$ cat src/hdl/assert_macros.svh
// Assertion macros shared by the compositor RTL.
`ifndef ASSERT_MACROS_SVH
`define ASSERT_MACROS_SVH

// Same-cycle implication, checked outside reset.
`define ACP_ASSERT_NOW(lbl, ante, cons) \
	lbl: assert property (@(posedge clk) disable iff (!arst_n) (ante) |-> (cons)) \
		else $error("assertion failed");

// Next-cycle implication, checked outside reset.
`define ACP_ASSERT_NEXT(lbl, ante, cons) \
	lbl: assert property (@(posedge clk) disable iff (!arst_n) (ante) |=> (cons)) \
		else $error("assertion failed");

`endif

$ cat src/hdl/acp_pkg.sv
// Shared types, codes and constants of the alpha compositor.
package acp_pkg;

	localparam int MAX_COLOURS_DEF = 4;
	localparam int VALUE_WIDTH_DEF = 16;
	localparam int COLOUR_PORTS    = 4;
	localparam int ADDR_W          = 5;
	localparam int FRAC_BITS       = 16;
	localparam int FW              = FRAC_BITS + 1;
	localparam logic [FW-1:0] FRAC_ONE = FW'(1) << FRAC_BITS;

	typedef enum logic [3:0] {
		OP_CLEAR     = 4'd0,
		OP_COPY      = 4'd1,
		OP_SOVER     = 4'd2,
		OP_SIN       = 4'd3,
		OP_SOUT      = 4'd4,
		OP_SATOP     = 4'd5,
		OP_DOVER     = 4'd6,
		OP_DIN       = 4'd7,
		OP_DOUT      = 4'd8,
		OP_DATOP     = 4'd9,
		OP_XOR       = 4'd10,
		OP_PLUSD     = 4'd11,
		OP_PLUSL     = 4'd12,
		OP_HIGHLIGHT = 4'd13,
		OP_DISSOLVE  = 4'd14
	} op_t;

	typedef enum logic [2:0] {
		REG_OP         = 3'd0,
		REG_COLOURS    = 3'd1,
		REG_SRC_BITS   = 3'd2,
		REG_DST_BITS   = 3'd3,
		REG_DISSOLVE   = 3'd4,
		REG_CONST_A    = 3'd5,
		REG_SRC_A_PRES = 3'd6,
		REG_DST_A_PRES = 3'd7
	} reg_idx_t;

	typedef struct packed {
		logic [3:0]    op;
		logic [2:0]    colour_count;
		logic [4:0]    source_bits;
		logic [4:0]    dest_bits;
		logic [FW-1:0] dissolve_fraction;
		logic [15:0]   constant_source_alpha;
		logic          source_alpha_present;
		logic          dest_alpha_present;
	} cfg_t;

	localparam cfg_t CFG_RESET = '{
		op:                    4'd1,
		colour_count:          3'd3,
		source_bits:           5'd8,
		dest_bits:             5'd8,
		dissolve_fraction:     FRAC_ONE,
		constant_source_alpha: 16'd255,
		source_alpha_present:  1'b0,
		dest_alpha_present:    1'b0
	};

endpackage

$ cat src/hdl/acp_cfg.sv
// APB register file holding the compositor configuration.
`include "assert_macros.svh"

module acp_cfg (
	input  logic                      clk,
	input  logic                      arst_n,
	input  logic                      psel,
	input  logic                      penable,
	input  logic                      pwrite,
	input  logic [acp_pkg::ADDR_W-1:0] paddr,
	input  logic [31:0]               pwdata,
	output logic [31:0]               prdata,
	output logic                      pready,
	output acp_pkg::cfg_t             cfg
);

	acp_pkg::cfg_t     cfg_q;
	acp_pkg::reg_idx_t idx;
	logic              wr_en;

	assign pready = 1'b1;
	assign idx    = acp_pkg::reg_idx_t'(paddr[acp_pkg::ADDR_W-1:2]);
	assign wr_en  = psel && penable && pwrite;
	assign cfg    = cfg_q;

	always_ff @(posedge clk or negedge arst_n) begin
		if (!arst_n) begin
			cfg_q <= acp_pkg::CFG_RESET;
		end else if (wr_en) begin
			case (idx)
				acp_pkg::REG_OP:         cfg_q.op <= pwdata[3:0];
				acp_pkg::REG_COLOURS:    cfg_q.colour_count <= pwdata[2:0];
				acp_pkg::REG_SRC_BITS:   cfg_q.source_bits <= pwdata[4:0];
				acp_pkg::REG_DST_BITS:   cfg_q.dest_bits <= pwdata[4:0];
				acp_pkg::REG_DISSOLVE:   cfg_q.dissolve_fraction <= pwdata[acp_pkg::FW-1:0];
				acp_pkg::REG_CONST_A:    cfg_q.constant_source_alpha <= pwdata[15:0];
				acp_pkg::REG_SRC_A_PRES: cfg_q.source_alpha_present <= pwdata[0];
				acp_pkg::REG_DST_A_PRES: cfg_q.dest_alpha_present <= pwdata[0];
				default: ;
			endcase
		end
	end

	always_comb begin
		prdata = '0;
		case (idx)
			acp_pkg::REG_OP:         prdata = 32'(cfg_q.op);
			acp_pkg::REG_COLOURS:    prdata = 32'(cfg_q.colour_count);
			acp_pkg::REG_SRC_BITS:   prdata = 32'(cfg_q.source_bits);
			acp_pkg::REG_DST_BITS:   prdata = 32'(cfg_q.dest_bits);
			acp_pkg::REG_DISSOLVE:   prdata = 32'(cfg_q.dissolve_fraction);
			acp_pkg::REG_CONST_A:    prdata = 32'(cfg_q.constant_source_alpha);
			acp_pkg::REG_SRC_A_PRES: prdata = 32'(cfg_q.source_alpha_present);
			acp_pkg::REG_DST_A_PRES: prdata = 32'(cfg_q.dest_alpha_present);
			default:                 prdata = '0;
		endcase
	end

	`ACP_ASSERT_NEXT(a_op_write, wr_en && idx == acp_pkg::REG_OP, cfg_q.op == $past(pwdata[3:0]))

endmodule

$ cat config.mk
export PLATFORM = sky130hd
export DESIGN_NAME = acp_cfg
export DESIGN_NICKNAME = d
export VERILOG_FILES = /design/src/hdl/acp_pkg.sv /design/src/hdl/acp_cfg.sv
export VERILOG_INCLUDE_DIRS = /design/src /design/src/hdl
export SDC_FILE = /design/constraint.sdc
export NUM_CORES = 1
export LEC_CHECK = 0
export BUFFER_PORTS_ARGS = -buffer_cell sky130_fd_sc_hd__buf_2
export CORE_MARGIN = 3
export CORE_UTILIZATION = 42
export CTS_BUF_LIST = sky130_fd_sc_hd__clkbuf_4 sky130_fd_sc_hd__clkbuf_8 sky130_fd_sc_hd__clkbuf_16
export DETAILED_ROUTE_END_ITERATION = 16
export PLACE_DENSITY = 0.73
export SLEW_MARGIN = 20
export SYNTH_ARGS = -nofsm -noshare
export SYNTH_HDL_FRONTEND = slang
export SYNTH_SLANG_ARGS = --single-unit
$ cat constraint.sdc
create_clock -name clk -period 1.25 [get_ports clk]
set_input_delay 0.1875 -clock clk [delete_from_list [all_inputs] [get_ports clk]]
set_output_delay 0.1875 -clock clk [all_outputs]
set_load 0.005 [all_outputs]
==> Word-level counts from Yosys, hierarchy flattened <==
Cells that the tools add are included.
{ "totals": {"output_inout_bits": 85, "regBits": 52, "wordCells": 27, "input_bits": 42} }
{ "op_classes": {"reduce_logical": 11, "eq_ne": 7, "mux": 1} }
{ "ops": {"columns": ["cell", "count"], "rows": [
  ["$pmux W32 S8", 1],
  ["$reduce_and A2 Y1", 8],
  ["$eq A3 B3 Y1 const B", 4],
  ["$eq A3 B2 Y1 const B", 2],
  ["$eq A3 B1 Y1 const B", 1],
  ["$logic_not A3 Y1", 1],
  ["$logic_and A1 B1 Y1", 2]
]} }

==> Depth between registers and ports, before layout <==
Gate-level depths: netlist of the first run.
{ "depth": {"ltp_word": 3, "depth_mapped": 6, "depth_no_buf": 4} }

==> Least setup slack after synthesis of the first run <==
Ideal clock, no wire load.
{ "synth_path": {"kind": "input to register", "startpoint": "input paddr[3] in the netlist's numbering", "endpoint": "register cfg_q, in the netlist cfg[18]", "setup_time_ns": 0.127, "path_buffers": 1, "t_arrival_ns": 1.217, "t_required_ns": 1.123, "slack_ns": -0.095, "path_stages": 5, "path_cell_list": "inv_1 nand2_2 nor3_4 buf_6 mux2_1"} }
{ "synth_between": {"elab_chain_len": 2} }
{ "synth_lines": {"columns": ["element", "line", "text"], "rows": [
  ["from (decl)", "acp_cfg.sv:10", "input logic [acp_pkg::ADDR_W-1:0] paddr,"],
  ["$eq A3 B3 Y1", "acp_cfg.sv:30", "case (idx)"],
  ["$reduce_and A2 Y1 (no source line)", null, null],
  ["to (signal assigned)", "acp_cfg.sv:28", "cfg_q <= acp_pkg::CFG_RESET;"],
  ["to (decl)", "acp_cfg.sv:17", "acp_pkg::cfg_t cfg_q;"]
]} }
No other way between the ends.
A chain may end at the register's enable or synchronous reset.

==> Worst setup path in the final report of the first run <==
{ "layout_path": {"startpoint": "register cfg_q, in the netlist cfg[45]", "endpoint": "output prdata[0]"} }
{ "layout_between": {"elab_chain_len": 1} }
{ "layout_lines": {"columns": ["element", "line", "text"], "rows": [
  ["$pmux W32 S8", "acp_cfg.sv:46", "case (idx)"],
  ["to (decl)", "acp_cfg.sv:12", "output logic [31:0] prdata,"]
]} }
No other way between the ends. The select of a mux whose other input is x is not followed.

==> impl.org, run 1 <==
** Outcome
- The run finished, with violations left.
- The final reports fail on negative setup slack.

** Detailed routing
- Routed vias :: 2101
- Dividing the detail-routed via count by the number of cells gives between 4 and 5.
- In this run, the number of DRC markers left after iteration 0 of detailed routing was 90.
- Aggregate routed wire length :: 6.76 mm
- Number of detailed-routing iterations run before antenna repair :: 4
- In the final routed layout, each cell accounts on average for roughly 16 um.
- DRC violation count after routing :: 0
- DRT antenna net count :: 0

** Power and ir drop
- For this design the ratio of total power to cell area is 1300 mW/mm2.
- Power consumption :: 4970 uW
- IR analysis of the VDD net gives a maximum drop of 0.678 mV.
- In this run the static leakage power is 0.00197 uW.

** Logic synthesis
- Top_reg_cell synth :: dfrtp_1
- Averaged over all synthesized cells, the footprint is around 13 um2.
- For this run, the register share of the synthesized area comes to 0.504.
- Async set or reset register ratio after synthesis :: 1.00
- Cell area after synthesis :: 0.00262 mm2
- Gate count after technology mapping :: ~200
- Total of flip-flops plus latches after synthesis :: 52
- Post-synth cell types :: 35
- Yosys printed 0 warnings.
- Number of synthesized flops with an enable pin :: 0

** Cells and area
- Utilization of the core after routing :: 0.638
- Share of final-layout standard cells stronger than drive strength 1 :: 0.677
- The finished cells cover approximately 0.0038 mm2.
- The layout has ~470 filler cells.
- The repair_antennas step left the layout with diodes totalling 0.
- The net count of the finished layout is ~400.
- Compared with the post-synthesis result, the final layout area differs by 46.1%.
- Flip-flop count of the largest register after layout :: between 50 and 60

** Floorplan
- Die width :: approximately 85 um
- During I/O placement, the number of pins put on the boundary was approximately 130.
- The floorplan step defined a die boundary enclosing just over 0.007 mm2.
- Initial cell density of the core :: 0.437
- Std-Cell Core Area :: around 0.0060 mm2
- Die Ht :: between 80 and 90 um
- In this run the core area contains 28 standard-cell rows.

** Timing
- Final setup vio count :: 9
- Fmax achieved :: 626 MHz
- Sum of negative setup slack :: -1.42 ns
- Unrepaired setup endpoints after global routing :: yes
- Final hold slack :: roughly 0.11 ns
- Max Clock Skew :: 0 ns
- Final clock period utilization by the worst path :: 1.28
- The number of max-slew violations in the final report came to 0.
- The worst path in the final design needs a cycle of approximately 1.6 ns, including I/O delays and setup.
- After layout, the worst setup slack is -0.348 ns.
- The number of hold violations in the final report is 0.

** Clock tree
- Buffers from clock root to sink, at most :: 2
- CTS buffer count :: 5
- Clock tree from TritonCTS :: done
- Clock latency on the worst-skew pair :: approximately 0.3 ns
- The clock tree synthesis step divided the H-tree into 2 levels.
- The tree built by TritonCTS fans out to 52 sinks.
- Clock Pin Slew Worst Setup and Hold Paths :: roughly 0.090 ns
- CTS root buffer :: clkbuf_8

** Global route
- Wire length of the first global-routing pass :: around 11 mm
- For this run the aggregate overflow at the end of global routing stands at 0.
- Entering global routing, the biggest net connects 53 pins.
- Vias in the first global route :: just over 2000
- For this run, the total global-route usage over all layers was measured as 0.185.
- The number of antenna violations at the first check in global routing is 0.

** Place
- Global placer's final weighted congestion :: 0.771
- Placed inst area :: ~0.0035 mm2
- Number of I/O port buffers :: between 90 and 100
- Once detailed placement completed, the half-perimeter wirelength came to slightly below 5 mm.

** Worst setup path
- Critical-path maximum fanout :: 2
- The worst setup path is of the flop to output port kind.
- Slack of the worst reg-to-reg path :: approximately 0.33 ns
- The worst register-to-register path ends at cfg[5].
- Worst Reg-to-Reg Cells :: 3
- The worst setup path is launched from a flop.
- Required time worst endpoint :: approximately 1.1 ns
- For the worst setup path, the data arrival time is roughly 1.4 ns.
- CP endpoint kind :: output port
- Beginning of the worst register-to-register path :: cfg[5]

** Hold path
- Beginning of the worst hold path :: pwdata[11]
- Tightest Hold Check Type :: input pin to flop
- For hold timing, the worst endpoint is cfg[13].
- Hold depth :: 2

** Job
- Max-cap viol count :: 0
kinds of logic after synthesis:
group,count (synthesis),share of synthesized area
buffers and inverters,28,0.0750
AOI/OAI and AO/OA,13,0.0344
DFF,52,0.504
and+or+nand+nor,35,0.0779
other,2,0.00287
muxes,72,0.306
routing by layer:
layer  GRT usage  vias to the layer above  part of all wire
li1            -                      979                 -
met1       0.251                     1025              0.44
met2       0.293                       91              0.48
met3      0.0495                        6             0.073
met4      0.0518                        0             0.012
met5           0                        -                 0
what timing repair did:
item                                    CTS  global route
buffers inserted                          8             8
gates resized for setup                  14            22
pin swaps                                 8             3
endpoints found under the hold margin    38             0
endpoints found under the setup margin   17            25
hold buffers                              1             0
layout make-up:
cell class / instances / area, um2 / share of cell area
flip-flops and latches: 52 / 1320 / 0.345
well taps: 75 / 93.8 / 0.0245
repair buffers: 150 / 1050 / 0.276
multi-input cells: 136 / 1240 / 0.324
clock buffers: 7 / 96.3 / 0.0252
inverters: 2 / 23.8 / 0.00622
critical path, stage by stage, from the launching register on:
cell and delay (ns):
dfstp_2 0.55, mux2i_1 0.07, nor3b_1 0.20, o32a_1 0.18, buf_2 0.11
power breakdown:
part           internal [uW]  leakage (uW)  switching, uW  total [uW]
Clock                    494     0.0000503            525        1020
Sequential              2080      0.000632            251        2330
Combinational           1030       0.00129            596        1620
through the flow:
stage	std cells	setup WS (ns)
4_1_cts	415	-0.347
2_1_floorplan	216	-0.0650
3_5_place_dp	399	-0.293
3_3_place_gp	399	-0.256
5_1_grt	422	-0.443
6_report	422	-0.348
cell usage in the layout (no fill, tap or decap), drive strengths merged:
cell / instances
buf: 148
mux2: 53
dfrtp: 38
mux2i: 19
conb: 16
nor2: 15
dfstp: 14
clkbuf: 8
nand2: 5
o22ai: 3
nor3b: 3
o21ai: 3
nor3: 3
or3: 2
o22a: 2
nand2b: 2
inv: 2
a211oi: 1
a221oi: 1
a22oi: 1
nor2b: 1
a21oi: 1
o32a: 1
nand3: 1
and3: 1
or4: 1
nand4: 1
dlygate4sd3: 1
cells in the mapped netlist, drive strengths merged (3+ instances only):
cell type,count,share of area
buf,24,0.069
o21ai,3,0.0057
mux2,53,0.23
dfstp,14,0.14
o22ai,3,0.0072
nor3,3,0.012
nor3b,3,0.0086
dfrtp,38,0.36
mux2i,19,0.073
nand2,5,0.0081
nor2,15,0.024
how the worst max path moves through the flow:
| stage | start | end | slack (ns) | cells after the start |
|---|---|---|---|---|
| 2_1_floorplan | paddr[2] | cfg[49] | -0.06 | 4 |
| 3_3_place_gp | paddr[3] | cfg[39] | -0.26 | 5 |
| 3_5_place_dp | paddr[3] | cfg[36] | -0.29 | 5 |
| 4_1_cts | cfg[45] | prdata[0] | -0.35 | 4 |
| 5_1_grt | cfg[18] | prdata[0] | -0.44 | 5 |
| 6_report | cfg[45] | prdata[0] | -0.35 | 4 |
No activity file was read; power rests on OpenSTA's default activity.
==> run 2, diff against run 1 <==
GPL_TIMING_DRIVEN = 0   (was not set)
RECOVER_POWER = 50   (was not set)
==> impl.org, run 2 (synthesis gave the netlist of run 1 again) <==
** Worst setup path
- Cells traversed along the worst timing path :: nor3b_2 > a211oi_2 > o22a_1 > buf_2
- The critical path data arrival time was 1.43 ns (+0.02 ns).
- The largest individual stage delay along the critical path comes from the cell dfstp_2.
- The longest individual stage delay on the worst path is 0.56 ns (about the same).
- Critical path class :: flop to output port
- The highest net fanout along the worst path is 2 (unchanged).
- CP endpoint kind :: output port
- CP startpoint kind :: flop
- The required time of the worst setup path was 1.06 ns (about the same).

** Outcome
- The run finished, with violations left.
- The checks that failed: negative setup slack.

** Hold path
- The worst hold path belongs to the class input pin to flop.

** Floorplan
- The die span in x was 85.0 um (unchanged).
- The effective utilization at floorplan came to 0.437 (unchanged).
- Boundary Pins :: 127 (unchanged)
- Die ar. :: 0.00722 mm2 (unchanged)
- Cell row count :: 28 (unchanged)
- The y dimension of the die came to 85.0 um (unchanged).
- Std-Cell Core Area :: 0.00599 mm2 (unchanged)

** Clock tree
- The clock slew seen by the registers of the worst setup and hold paths was 0.09 ns (about the same).
- The depth of the CTS H-tree is 2 (unchanged).
- Clock latency on the worst-skew pair :: 0.29 ns (about the same)
- Clock tree synthesis selected as its root buffer the cell clkbuf_8.
- Buffers from clock root to sink, at most :: 2 (unchanged)
- Clock tree from TritonCTS :: done
- CTS buffer count :: 5 (unchanged)
- Clock Sinks :: 52 (unchanged)

** Timing
- Fmax achieved :: 619 MHz (-1.1%)
- Final setup vio count :: 20 (+11)
- Min setup slack post-route :: -0.365 ns (-0.0172 ns)
- The post-layout minimum cycle time is 1.62 ns (+0.0172 ns).
- Setup repair after global routing could not meet its margin everywhere.
- Final clock period utilization by the worst path :: 1.29 (+0.0138)
- The number of hold violations in the final report was 0 (unchanged).
- In this run the tightest slew margin relative to its limit is 0.514.
- Max-slew violation count :: 0 (unchanged)
- Final hold slack :: 0.117 ns (+0.00815 ns)
- Max Clock Skew :: 0 ns (unchanged)
- Tightest Pin Transition :: around 0.73 ns

** Cells and area
- The finished layout cell area was 0.00366 mm2 (-4.2%).
- The fraction of layout instances using a drive strength above 1 was 0.659 (-0.0186).
- The number of antenna diodes came to 0 (unchanged).
- The flip-flop and latch area is 0.00132 mm2 (unchanged).
- Relative to the synthesized area, the layout overhead comes to 39.9%.
- The layout net count was 376 (-3.3%).
- Most common cell after layout, fill and taps aside :: buf_2
- The filler cell count was 518 (+10%).
- Leading cell types in the layout, fill and taps excluded :: 84 x buf_2, 38 x dfrtp_1, 37 x mux2_2
- The number of flip-flops under the largest register name came to 52 (unchanged).
- Utilization of the core after routing :: 0.612 (-0.0269)
- Footprint of the multi-input gates :: 0.00123 mm2 (-0.20%)

** Power and ir drop
- The power consumption is 4900 uW (-1.3%).
- The maximum vdd drop is 0.749 mV (+10%).
- The total power density per cell area is 1340 mW/mm2 (+3.1%).
- The total leakage power came to 0.00190 uW (-3.6%).

** Detailed routing
- The DRC violation total after the first TritonRoute iteration is 56 (-38%).
- The via count of the routed design was 2010 (-4.3%).
- Final routed wire length divided by cell count :: 16.1 um (+0.26%)
- The detailed-routing iteration count for the pre-antenna-repair pass came to 4 (unchanged).
- The number of nets with antenna violations after detailed routing is 0 (unchanged).
- The via density per instance is 4.91 (-1.3%).
- The routed wire length is 6.57 mm (-2.8%).
- The number of DRC violations after detailed routing is 0 (unchanged).

** Global route
- The total grt overflow was 0 (unchanged).
- The number of antenna violations at the first check in global routing is 0 (unchanged).
- The global-route usage over all layers came to 0.178 (-0.00655).
- Vias in the first global route :: 1959 (-4.5%)
- The pin count of the biggest net entering global routing came to 53 (unchanged).
- The first-pass GRT wire length was 10.2 mm (-3.4%).

** Place
- Number of I/O port buffers :: 92 (-1.1%)
- The pre-CTS setup slack is -0.489 ns (-0.196 ns).
- The placed cell area came to 0.00330 mm2 (-4.4%).
- The final weighted congestion of routability-driven global placement came to 0.785 (+1.8%).
- The total half-perimeter wirelength after legalization and detailed placement is 4.51 mm (-6.7%).

** Job
- The count of max-cap constraint violations came to 0 (unchanged).
[run 2: cell types whose count changed in the layout (fill, tap and decap cells not counted), moves of 2 or more]
cell	delta
buf_4	-16
buf_2	+5
buf_12	-3
buf_6	-3
clkbuf_1	+2
clkbuf_4	+2
clkbuf_8	-2
nor2_2	+2
[run 2: worst max-delay path, delay by kind of cell (launching register included)]
kind / cells / cell delay (ns)
DFF: 1 / 0.56
AOI/OAI and AO/OA: 2 / 0.40
buffers and inverters: 1 / 0.11
and+or+nand+nor: 1 / 0.05
[run 2: path summary, 6_finish.rpt]
| path | slack [ns] | endpoint | startpoint | depth (start not counted) |
|---|---|---|---|---|
| hold reg to reg | 0.53 | cfg[18] | cfg[18] | 1 |
| min in group asynchronous | 0.49 | cfg[35] | arst_n | 2 |
| max in group asynchronous | 0.26 | cfg[23] | arst_n | 2 |
| hold / removal | 0.12 | cfg[34] | pwdata[16] | 2 |
| setup / recovery | -0.37 | prdata[1] | cfg[46] | 4 |
| setup reg to reg | 0.35 | cfg[21] | cfg[21] | 2 |
[run 2: final cells by class]
class                      count  area share
multi-input combinational    136       0.337
sequential                    52       0.360
inverter                       2     0.00649
tap                           75      0.0256
buffer                        26      0.0601
timing repair buffer         111       0.182
clock buffer                   6      0.0208
clock inverter                 1     0.00820
[run 2: layer usage]
metal	global-route usage	part of all wire	vias up
met5	0	0	-
li1	-	-	947
met1	0.250	0.44	972
met3	0.0544	0.079	4
met2	0.276	0.48	87
met4	0.0345	0.0044	0
[run 2: through the flow]
stage / std cells / setup TNS, ns
final: 409 / -2.04
after global routing: 409 / -3.46
after CTS: 399 / -1.97
after detailed placement: 383 / -18.97
after global placement: 383 / -19.02
after floorplan: 216 / -0.327
[run 2: report_power, final]
part	switching [uW]	internal [uW]	total (uW)	leakage, uW
logic	542	885	1430	0.00121
registers	259	2080	2340	0.000632
clock network	530	610	1140	0.0000547
[run 2: repair_timing]
action	in CTS	in global routing
cloned	0	0
setup endpoints to repair	36	34
pin swaps	7	9
setup buffers	8	11
hold endpoints to repair	38	0
resized for setup	15	18
hold buffers	1	0
==> run 3, diff against run 2 <==
PLACE_DENSITY = 0.77   (was 0.73)
==> impl.org, run 3 (synthesis gave the netlist of run 1 again) <==
** Floorplan
- The count of standard-cell rows was 28 (unchanged).
- Initial cell density of the core :: 0.437 (unchanged)
- The y dimension of the die was 85.0 um (unchanged).
- The die span in x is 85.0 um (unchanged).
- Die ar. :: 0.00722 mm2 (unchanged)
- The boundary pin count was 127 (unchanged).
- The core region area is 0.00599 mm2 (unchanged).

** Worst setup path
- CP startpoint kind :: flop
- The worst setup path is captured at an output port.
- Dominant delay contributor by cell family on the critical path :: flip-flops
- Peak per-stage delay on the critical path :: 0.55 ns (about the same)
- The setup path with the least slack is of type flop to output port.
- Required time worst endpoint :: 1.06 ns (about the same)
- The endpoint identified for the worst register-to-register timing path is cfg[18].
- Data arrival time of the critical path :: 1.42 ns (about the same)
- Cells traversed along the worst timing path :: mux2i_1 > nor3b_1 > o32a_1 > buf_2
- Crit path buffers/inverters :: 1 (unchanged)
- The path depth of the worst reg2reg path was 3 (+1).
- Beginning of the worst register-to-register path :: cfg[18]
- The worst-case register-to-register setup slack was 0.23 ns (-0.12 ns).
- The highest net fanout along the worst path came to 3 (+1).
- Critical Path Slowest Stage Cell :: dfstp_2

** Timing
- Setup repair after global routing could not meet its margin everywhere.
- The transition at the pin with the smallest max-transition slack came to 0.721 ns (-0.00908 ns).
- The post-layout minimum cycle time came to 1.61 ns (-0.00662 ns).
- Worst slew margin :: 0.520 (+0.00605)
- The worst-case setup margin in the final layout is -0.358 ns (+0.00662 ns).
- The number of hold violations in the final report was 0 (unchanged).
- The number of setup violations in the final report came to 13 (-35%).
- The worst-case clock skew came to 0 ns (unchanged).
- The number of max-slew violations in the final report was 0 (unchanged).
- The maximum clock rate was 622 MHz (+0.41%).
- The final worst-path cycle share came to 1.29 (-0.00530).

** Cells and area
- Compared with the post-synthesis result, the final layout area differs by 39.4%.
- Utilization of the core after routing :: 0.609 (-0.00230)
- The post-route non-filler standard cell count came to 408 (-0.24%).
- NumNets Final :: 374 (-0.53%)
- Leading cell types in the layout, fill and taps excluded :: 82 x buf_2, 38 x mux2_2, 38 x dfrtp_1
- Flip-flop count of the largest register after layout :: 52 (unchanged)
- Antenna diode count :: 0 (unchanged)
- Most common cell after layout, fill and taps aside :: buf_2
- The fraction of layout instances using a drive strength above 1 was 0.652 (-0.00703).

** Power and ir drop
- The maximum vdd drop came to 0.668 mV (-11%).
- Power per cell area :: 1290 mW/mm2 (-3.7%)
- The total leakage power is 0.00189 uW (-0.72%).

** Global route
- Highest-utilization routing layer at the global route stage :: met2
- The global-route usage over all layers came to 0.178 (-0.000182).
- Congestion Overflow GR :: 0 (unchanged)
- The via count of the first global-routing pass is 2014 (+2.8%).
- The met2 track utilization from global routing is 0.283 (+0.00706).
- The number of antenna violations at the first check in global routing is 0 (unchanged).
- The first-pass GRT wire length came to 10.2 mm (-0.14%).
- Met1 capacity usage during global routing :: 0.241 (-0.00886)
- Maximum number of pins on one net before global-route repair :: 53 (unchanged)
- Met3 demand-to-capacity share in global routing :: 0.0524 (-0.00194)

** Hold path
- Destination of the worst hold path :: cfg[13]
- The worst hold path belongs to the class input pin to flop.
- The depth of the worst hold-timing path is 2 (unchanged).
- Beginning of the worst hold path :: pwdata[11]

** Detailed routing
- DRC violation count after routing :: 0 (unchanged)
- The detailed-routing iteration count for the pre-antenna-repair pass came to 4 (unchanged).
- Drt first-iter violations :: 97 (+73%)
- The routed wire length is 6.43 mm (-2.0%).
- DRT antenna net count :: 0 (unchanged)
- Per-cell via count in the routed design :: 4.94 (+0.44%)
- Final routed wire length divided by cell count :: 15.8 um (-1.8%)
- The via count of the routed design is 2014 (+0.20%).

** Clock tree
- The depth of the CTS H-tree came to 2 (unchanged).
- Clock tree from TritonCTS :: done
- Buffers from clock root to sink, at most :: 2 (unchanged)
- CTS buffer count :: 5 (unchanged)
- The clock slew seen by the registers of the worst setup and hold paths was 0.09 ns (about the same).
- Clock latency on the worst-skew pair :: 0.30 ns (about the same)
- Clock Sinks :: 52 (unchanged)
- CTS root buffer :: clkbuf_8

** Place
- Global placer's final weighted congestion :: 0.753 (-4.2%)
- Post-detailed-placement half-perimeter wirelength :: 4.51 mm (about the same)
- The port buffer count was 92 (unchanged).
- The cell count after placement came to 383 (unchanged).

** Outcome
- The final reports fail on negative setup slack.
- Result of the run :: finished, violations left

** Job
- Max-cap viol count :: 0 (unchanged)
==> run 3: final cells by class <==
cell class | instances | area (um2)
well taps | 75 | 93.8
clock buffers | 7 | 83.8
flip-flops and latches | 52 | 1320
inverters | 2 | 23.8
repair buffers | 109 | 656
fillers | 510 | 2340
clock inverters | 1 | 5.00
multi-input cells | 136 | 1240
plain buffers | 26 | 231
==> run 3: metrics by stage <==
stage	setup WS [ns]	cell area [um2]	setup TNS (ns)	power, uW	hold slack (ns)
global placement	-0.488	3300	-19.10	3520	0.419
detailed placement	-0.515	3300	-19.71	3560	0.262
global route	-0.434	3650	-2.27	4990	0.107
CTS	-0.344	3520	-1.46	4630	0.110
floorplan	-0.0650	2740	-0.327	2970	-0.108
finish	-0.358	3650	-1.57	4700	0.118
==> run 3: worst register-to-register path, cell delays in order, from the launching register on <==
cell and delay [ns]:
dfrtp_1 0.38, buf_4 0.13, buf_4 0.13, mux2_1 0.27
==> run 3: metal layers <==
layer  vias to the layer above  share of wire
met3                         2          0.088
met4                         0         0.0036
met2                        96           0.45
met5                         -              0
li1                        941              -
met1                       975           0.46
==> run 3: worst max-delay path by stage <==
stage | start | end | slack, ns | cells past startpoint
final | cfg[45] | prdata[0] | -0.36 | 4
after global routing | cfg[45] | prdata[0] | -0.43 | 4
after CTS | cfg[45] | prdata[0] | -0.34 | 4
after detailed placement | paddr[3] | cfg[18] | -0.52 | 6
after global placement | paddr[3] | cfg[18] | -0.49 | 6
after floorplan | paddr[2] | cfg[49] | -0.06 | 4
==> run 3: repair_timing <==
action	in CTS	in global routing
endpoints found under the hold margin	38	0
resized for setup	17	19
hold buffers	1	0
buffers inserted	10	7
setup endpoints to repair	35	31
pin swaps	9	3
==> run 3: where the power goes <==
part           internal (uW)  leakage, uW  total [uW]  switching [uW]
logic                    879      0.00121        1420             539
clock network            438    0.0000491         956             518
registers               2080     0.000632        2330             250
total                   3390      0.00189        4700            1310
